`config.mk`:
```
export PLATFORM = sky130hd
export DESIGN_NAME = fp8_codec
export DESIGN_NICKNAME = d
export VERILOG_FILES = /design/src/fp8c_pkg.sv /design/src/fp8c_enc_front.sv /design/src/fp8c_enc_round.sv /design/src/fp8_codec.sv
export SDC_FILE = /design/constraint.sdc
export NUM_CORES = 1
export LEC_CHECK = 0
export ABC_CLOCK_PERIOD_IN_PS = 8100
export CORE_MARGIN = 3
export CORE_UTILIZATION = 40
export DETAILED_ROUTE_END_ITERATION = 12
export DONT_BUFFER_PORTS = 1
export GPL_TIMING_DRIVEN = 0
export PLACE_DENSITY_LB_ADDON = 0.12
export RECOVER_POWER = 50
export SLEW_MARGIN = 0
export SYNTH_ARGS = -nofsm -noshare
export SYNTH_HDL_FRONTEND = slang
export SYNTH_HIERARCHICAL = 1
export SYNTH_SLANG_ARGS = --single-unit
```
`constraint.sdc`:
```
create_clock -name clk -period 8.1 [get_ports clk]
set_input_delay 1.62 -clock clk [delete_from_list [all_inputs] [get_ports clk]]
set_output_delay 1.62 -clock clk [all_outputs]
set_load 0.01 [all_outputs]
```
`src/fp8c_pkg.sv`:
```
// fp8c_pkg: shared types, constants and a helper function for the fp8 codec
// no dependencies

package fp8c_pkg;

  localparam int unsigned VALUE_W = 32;
  localparam int unsigned CODE_W = 8;

  typedef enum logic {
    MODE_DECODE = 1'b0,
    MODE_ENCODE = 1'b1
  } mode_t;

  typedef enum logic {
    FMT_E4M3 = 1'b0,
    FMT_E5M2 = 1'b1
  } fmt_t;

  localparam logic [31:0] E4M3_MAX_BITS = 32'h43E0_0000;
  localparam logic [31:0] E5M2_MAX_BITS = 32'h4760_0000;
  localparam logic [7:0] E4M3_NAN = 8'h7F;
  localparam logic [7:0] E5M2_NAN = 8'h7D;
  localparam logic [6:0] E4M3_SAT = 7'h7E;
  localparam logic [6:0] E5M2_SAT = 7'h7B;

  // stage 1 to stage 2 encode state
  typedef struct packed {
    logic       special;
    logic [7:0] special_code;
    logic       sign;
    logic [5:0] shift;
    logic [23:0] sig;
    logic [4:0] qbase;
    logic       fmt;
  } enc_s1_t;

  // stage 2 to stage 3 encode state
  typedef struct packed {
    logic       special;
    logic [7:0] special_code;
    logic       sign;
    logic [4:0] qbase;
    logic       fmt;
    logic [4:0] count;
    logic       round_up;
  } enc_s2_t;

  function automatic logic [31:0] decode_fp8(input logic [7:0] code, input logic fmt);
    logic [31:0] sign;
    logic [4:0]  e;
    logic [2:0]  m;
    logic [1:0]  b;
    logic [7:0]  ex;
    logic [22:0] frac;
    sign = {code[7], 31'd0};
    if (fmt == FMT_E5M2) begin
      e = code[6:2];
      m = {1'b0, code[1:0]};
    end else begin
      e = {1'b0, code[6:3]};
      m = code[2:0];
    end
    b = m[2] ? 2'd2 : (m[1] ? 2'd1 : 2'd0);
    decode_fp8 = sign;
    if (fmt == FMT_E4M3 && e == 5'd15 && m == 3'd7) begin
      decode_fp8 = sign | 32'h7FC0_0000;
    end else if (fmt == FMT_E5M2 && e == 5'd31) begin
      decode_fp8 = sign | ((m == 3'd0) ? 32'h7F80_0000 : 32'h7FC0_0000);
    end else if (e == 5'd0) begin
      if (m != 3'd0) begin
        ex = (fmt == FMT_E5M2) ? 8'd111 : 8'd118;
        ex = ex + {6'd0, b};
        frac = {20'd0, m - (3'd1 << b)} << (5'd23 - {3'd0, b});
        decode_fp8 = sign | {1'b0, ex, frac};
      end
    end else begin
      ex = (fmt == FMT_E5M2) ? 8'd112 : 8'd120;
      ex = ex + {3'd0, e};
      frac = (fmt == FMT_E5M2) ? {m[1:0], 21'd0} : {m, 20'd0};
      decode_fp8 = sign | {1'b0, ex, frac};
    end
  endfunction

endpackage

```
`src/fp8c_enc_front.sv`:
```
// fp8c_enc_front: encode stage 1, special cases and rounding shift amount
// depends on fp8c_pkg

module fp8c_enc_front (
  input  logic [31:0]           value,
  input  logic                  fmt,
  output fp8c_pkg::enc_s1_t     s1
);
  import fp8c_pkg::*;

  logic [30:0] mag;
  logic [7:0]  ebits;
  logic [9:0]  qexp;
  logic [9:0]  minq;
  logic [9:0]  sh;

  always_comb begin
    mag = value[30:0];
    ebits = (mag[30:23] == 8'd0) ? 8'd1 : mag[30:23];
    minq = (fmt == FMT_E5M2) ? -10'sd16 : -10'sd9;
    qexp = {2'b00, ebits} - 10'd127 - ((fmt == FMT_E5M2) ? 10'd2 : 10'd3);
    if ($signed(qexp) < $signed(minq)) begin
      qexp = minq;
    end
    sh = qexp - ({2'b00, ebits} - 10'd150);
    s1.sign = value[31];
    s1.fmt = fmt;
    s1.sig = {(mag[30:23] != 8'd0), mag[22:0]};
    s1.shift = (sh > 10'd31) ? 6'd32 : sh[5:0];
    s1.qbase = 5'(qexp - minq);
    s1.special = 1'b1;
    s1.special_code = {value[31], 7'd0};
    if ({1'b0, mag} > 32'h7F80_0000) begin
      s1.special_code = (fmt == FMT_E5M2) ? E5M2_NAN : E4M3_NAN;
    end else if (mag == 31'd0) begin
      s1.special_code = {value[31], 7'd0};
    end else if ({1'b0, mag} >= ((fmt == FMT_E5M2) ? E5M2_MAX_BITS : E4M3_MAX_BITS)) begin
      s1.special_code = {value[31], (fmt == FMT_E5M2) ? E5M2_SAT : E4M3_SAT};
    end else begin
      s1.special = 1'b0;
    end
  end

endmodule

```
`src/fp8c_enc_round.sv`:
```
// fp8c_enc_round: encode stage 2, significand shift and round decision
// depends on fp8c_pkg

module fp8c_enc_round (
  input  fp8c_pkg::enc_s1_t s1,
  output fp8c_pkg::enc_s2_t s2
);
  import fp8c_pkg::*;

  logic [55:0] wide;
  logic [23:0] cnt;
  logic [31:0] rem;
  logic [31:0] half;

  always_comb begin
    wide = {s1.sig, 32'd0} >> s1.shift;
    cnt = wide[55:32];
    rem = wide[31:0];
    half = 32'h8000_0000;
    s2.special = s1.special;
    s2.special_code = s1.special_code;
    s2.sign = s1.sign;
    s2.qbase = s1.qbase;
    s2.fmt = s1.fmt;
    s2.count = cnt[4:0];
    s2.round_up = (rem > half) || (rem == half && cnt[0]);
  end

endmodule

```
`src/fp8_codec.sv`:
```
// fp8_codec: fp32 <-> fp8 (E4M3FN / E5M2) converter, top level
// an accepted input item passes through the stage 1, stage 2 and output registers to the result item
// throughput one item per cycle while out_stall is low, through a three-stage pipeline
// stall freezes every occupied stage whose successor cannot advance, nothing lost
// rst_n synchronous active low clears valid bits and the format register
// depends on fp8c_pkg, fp8c_enc_front, fp8c_enc_round

module fp8_codec (
  input  logic        clk,
  input  logic        rst_n,
  input  logic        cfg_fp8_format_we,
  input  logic        cfg_fp8_format,
  input  logic        in_valid,
  output logic        in_stall,
  input  logic        in_mode,
  input  logic [31:0] in_value_in,
  input  logic [7:0]  in_code_in,
  output logic        out_valid,
  input  logic        out_stall,
  output logic [7:0]  out_code_out,
  output logic [31:0] out_value_out
);
  import fp8c_pkg::*;

  logic fmt_r;
  logic v1_r, v2_r, v3_r;
  logic m1_r, m2_r;
  logic [31:0] dec1_r, dec2_r;
  enc_s1_t s1_nxt, s1_r;
  enc_s2_t s2_nxt, s2_r;
  logic [7:0]  code_r;
  logic [31:0] value_r;
  logic adv3, adv2, adv1;
  logic [7:0] code_nxt;

  assign adv3 = !v3_r || !out_stall;
  assign adv2 = !v2_r || adv3;
  assign adv1 = !v1_r || adv2;
  assign in_stall = !adv1;

  fp8c_enc_front u_front (.value(in_value_in), .fmt(fmt_r), .s1(s1_nxt));
  fp8c_enc_round u_round (.s1(s1_r), .s2(s2_nxt));

  always_comb begin
    code_nxt = {s2_r.sign, 7'(({2'b00, s2_r.qbase} << (s2_r.fmt ? 2 : 3))
      + {2'b00, s2_r.count} + {6'd0, s2_r.round_up})};
    if (s2_r.special) begin
      code_nxt = s2_r.special_code;
    end
  end

  always_ff @(posedge clk) begin
    if (!rst_n) begin
      fmt_r <= 1'b0;
      v1_r <= 1'b0;
      v2_r <= 1'b0;
      v3_r <= 1'b0;
    end else begin
      if (cfg_fp8_format_we) begin
        fmt_r <= cfg_fp8_format;
      end
      if (adv1) begin
        v1_r <= in_valid;
      end
      if (adv2) begin
        v2_r <= v1_r;
      end
      if (adv3) begin
        v3_r <= v2_r;
      end
    end
  end

  always_ff @(posedge clk) begin
    if (adv1) begin
      m1_r <= in_mode;
      s1_r <= s1_nxt;
      dec1_r <= decode_fp8(in_code_in, fmt_r);
    end
    if (adv2) begin
      m2_r <= m1_r;
      s2_r <= s2_nxt;
      dec2_r <= dec1_r;
    end
    if (adv3) begin
      code_r <= (m2_r == MODE_ENCODE) ? code_nxt : 8'd0;
      value_r <= (m2_r == MODE_ENCODE) ? 32'd0 : dec2_r;
    end
  end

  assign out_valid = v3_r;
  assign out_code_out = code_r;
  assign out_value_out = value_r;

endmodule

```
==> impl_metrics.env <==
export IMPL_synthXorXnorAreaFrac_pct=2.307
export IMPL_grtUsageTotal_pct=18.05
export IMPL_rsz0062_at_grt="no"
export IMPL_fmax_mhz=133.6
export IMPL_synth_compound_area_share_pct=16.88
export IMPL_drtIter0Drc=462
export IMPL_cts_inserted_buffers=17
export IMPL_p_per_area_mw_per_mm2=204.6
export IMPL_async_reset_ff_share_pct=0
export IMPL_crit_start="in_value_in[27]"
export IMPL_clkSinkCount=115
export IMPL_start_util_pct=40.87
export IMPL_post_cts_buffers=0
export IMPL_dp_hpwl_um=15620
export IMPL_synth_seq_cells=115
export IMPL_post_route_util_pct=45.77
export IMPL_avgRoutedWirePerCell_um=17.43
export IMPL_floorplan_rows=52
export IMPL_drv_cap=0
export IMPL_path_max_fanout=10
export IMPL_slew_headroom_pct=18.67
export IMPL_hold_slack_ns=0.4154
export IMPL_p_leak_nw=3.674
export IMPL_antenna_found_initial=0
export IMPL_htree_levels=4
export IMPL_worstReg2RegEnd="s1_r[35]"
export IMPL_netlist_instances=829
export IMPL_finalMaxSlewViolations=0
export IMPL_setup_tns_ns=0
export IMPL_grt_overflow_total=0
export IMPL_synth_largest_area_cell="edfxtp_1"
export IMPL_fin_crit_sh_pct=92.44
export IMPL_dieWidth_um=150.0
export IMPL_peakVddDrop_mv=0.1462
export IMPL_yosys_area_share_simple_pct=17.92
export IMPL_grt_pass1_wl_um=31860
export IMPL_antenna_cells=0
export IMPL_crit_path_end_kind="register"
export IMPL_timing_rr_start="fmt_r"
export IMPL_drive_gt1_share_pct=19.20
export IMPL_setup_viol=0
export IMPL_synth_flop_cell="edfxtp_1"
export IMPL_clk_path_buf_depth=2
export IMPL_hold_violations=0
export IMPL_synth_area_leaders="edfxtp_1 (40%), buf_4 (6.2%), ha_1 (4.1%)"
export IMPL_critPathKind="primary input to register"
export IMPL_synth_edf_count=111
export IMPL_route_detailed_drc=0
export IMPL_yosysTopAreaCellShare_pct=40.17
export IMPL_yosysWarningCount=6
export IMPL_die_area_mm2=0.02251
export IMPL_fillers=1916
export IMPL_reg2reg_setup_slack_ns=1.78
export IMPL_synth_common_cells="edfxtp_1 (111), buf_4 (68), nor2_1 (64), nand2_1 (51), a21oi_1 (45)"
export IMPL_crit_required_ns=8.24
export IMPL_grt_pass1_vias=6035
export IMPL_drtPass1Iterations=7
export IMPL_placed_cell_area_mm2=0.008728
export IMPL_io_pins=89
export IMPL_cts_hold_buffers=0
export IMPL_syn_area_mm2=0.008297
export IMPL_synthAdderAreaFrac_pct=4.554
export IMPL_synth_top_family_by_area="simple AND/OR/NAND/NOR gates"
export IMPL_grt_start_max_net_pins=38
export IMPL_outcome="complete, no violations"
export IMPL_ys_seq_area_share_pct=41.14
export IMPL_critPathArrivalTime_ns=7.63
export IMPL_cts_root_buffer="clkbuf_16"
export IMPL_die_h_um=150.0
export IMPL_core_area_mm2=0.02030
export IMPL_place_congestion=0.9232
export IMPL_port_buffers=0
export IMPL_synth_cell_type_count=94
export IMPL_period_minus_slack_ns=7.488
export IMPL_synthMuxAreaShare_pct=6.696
export IMPL_finalInstanceArea_mm2=0.009291
export IMPL_vias=6293
export IMPL_cts_resized=0
export IMPL_synth_most_common_cell="edfxtp_1"
export IMPL_area_growth_synth_to_final_pct=11.99
export IMPL_path_clk_slew_ns=0.05
export IMPL_hold_path_class="register to register"
export IMPL_ant_nets=0
export IMPL_ff2ff_path_depth=22
export IMPL_nNetsFinal=944
export IMPL_fin_cells=1150
export IMPL_route_detailed_vias_per_inst=5.472
export IMPL_worstMarginPinSlew_ns=1.189
export IMPL_cts_tree="yes"
export IMPL_endpoint="s1_r[35]"
export IMPL_drt_wl_total_um=20040
export IMPL_cp_start_kind="primary input"
export IMPL_dp_cells=1119
export IMPL_clock_skew_ns=0.007527
export IMPL_synth_avg_cell_area_um2=10.01
export IMPL_clock_latency_ns=0.40
==> through the flow <==
stage / setup slack [ns] / power (mW)
floorplan: 0.7926 / 1.123
global placement: -0.08113 / 1.233
detailed placement: -0.1816 / 1.231
CTS: 0.2096 / 1.912
global route: 0.07396 / 1.997
finish: 0.6124 / 1.901
==> routing by layer <==
layer | wire, um | GRT usage (%) | part of all wire, %
met1 | 9134 | 24.27 | 46
met2 | 9454 | 29.06 | 47
met3 | 1111 | 3.816 | 5.5
met4 | 342 | 5.993 | 1.7
met5 | 0 | 0 | 0
==> registers in the layout (all words and copies together) (netlist names) <==
signal and cells:
s1_r 46, s2_r 22, dec1_r 11, dec2_r 11
out_value_out 11, out_code_out 8, fmt_r 1, m1_r 1
m2_r 1, out_valid 1, v1_r 1, v2_r 1
==> power breakdown <==
part / switching, mW / internal, mW
clock network: 0.258 / 0.418
logic: 0.266 / 0.206
registers: 0.0344 / 0.719
==> logic make-up after synthesis <==
logic type | count (synthesis)
AOI/OAI and AO/OA | 195
DFF | 115
muxes | 46
and+or+nand+nor | 276
adders and majority gates | 29
xor gates and xnor gates | 21
buffers and inverters | 146
other | 1
==> worst min path at each step <==
stage | from | to | depth (start not counted)
2_1_floorplan | dec1_r[20] | dec2_r[20] | 0
3_3_place_gp | dec1_r[31] | dec2_r[31] | 0
3_5_place_dp | dec1_r[24] | dec2_r[24] | 0
4_1_cts | dec1_r[26] | dec2_r[26] | 0
5_1_grt | dec1_r[30] | dec2_r[30] | 0
6_report | dec1_r[29] | dec2_r[29] | 0
==> layout make-up <==
| class | count | area (um^2) | share of cell area [%] |
|---|---|---|---|
| Timing Repair Buffer | 2 | 47.55 | 0.5117 |
| Sequential cell | 115 | 3413 | 36.74 |
| Buffer | 112 | 730.7 | 7.864 |
| Tap cell | 270 | 337.8 | 3.636 |
| Clock buffer | 18 | 429.2 | 4.619 |
| Clock inverter | 13 | 112.6 | 1.212 |
| Inverter | 33 | 123.9 | 1.333 |
| Multi-Input combinational cell | 587 | 4096 | 44.09 |
==> worst max-delay path, stage by stage <==
cell,delay (ns)
buf_6,0.12
nor4_4,0.33
and2_2,0.20
nand2_1,0.05
nand2_1,0.12
ha_1,0.17
nor2b_1,0.16
mux2_1,0.24
o22ai_1,0.14
buf_2,0.22
or3_1,0.44
nor4_1,0.28
o22ai_1,0.12
ha_2,0.45
clkbuf_2,0.25
nand2_1,0.11
o21a_1,0.16
ha_1,0.35
a21oi_1,0.23
a21oi_1,0.16
a21oi_1,0.26
o21ai_0,0.12
or3_2,0.42
a2111o_1,0.49
or3_1,0.37
==> placed cells by master, fill, tap and decap left out, types with 5 or more instances in the layout <==
cell type	count
mux4_2	5
o31ai_1	5
conb_1	20
nor2b_1	32
nand2b_1	14
a21o_1	13
o21ai_0	24
edfxtp_1	111
o211ai_1	5
nor3_1	20
a211oi_1	19
mux2i_1	21
or2_2	5
inv_1	32
a211o_1	6
nor2_1	64
xnor2_1	12
nand3_1	17
nor4_1	13
nand4_1	6
nand2_1	51
clkbuf_16	17
and2_1	9
buf_4	26
mux2_2	16
o22ai_1	5
a221o_1	5
ha_1	26
clkbuf_4	41
o21a_1	9
a2111oi_0	5
buf_2	16
xor2_1	8
a21oi_1	45
and3_1	5
buf_6	5
clkbuf_1	20
or3_1	5
Power figures use the tool's default switching activity.
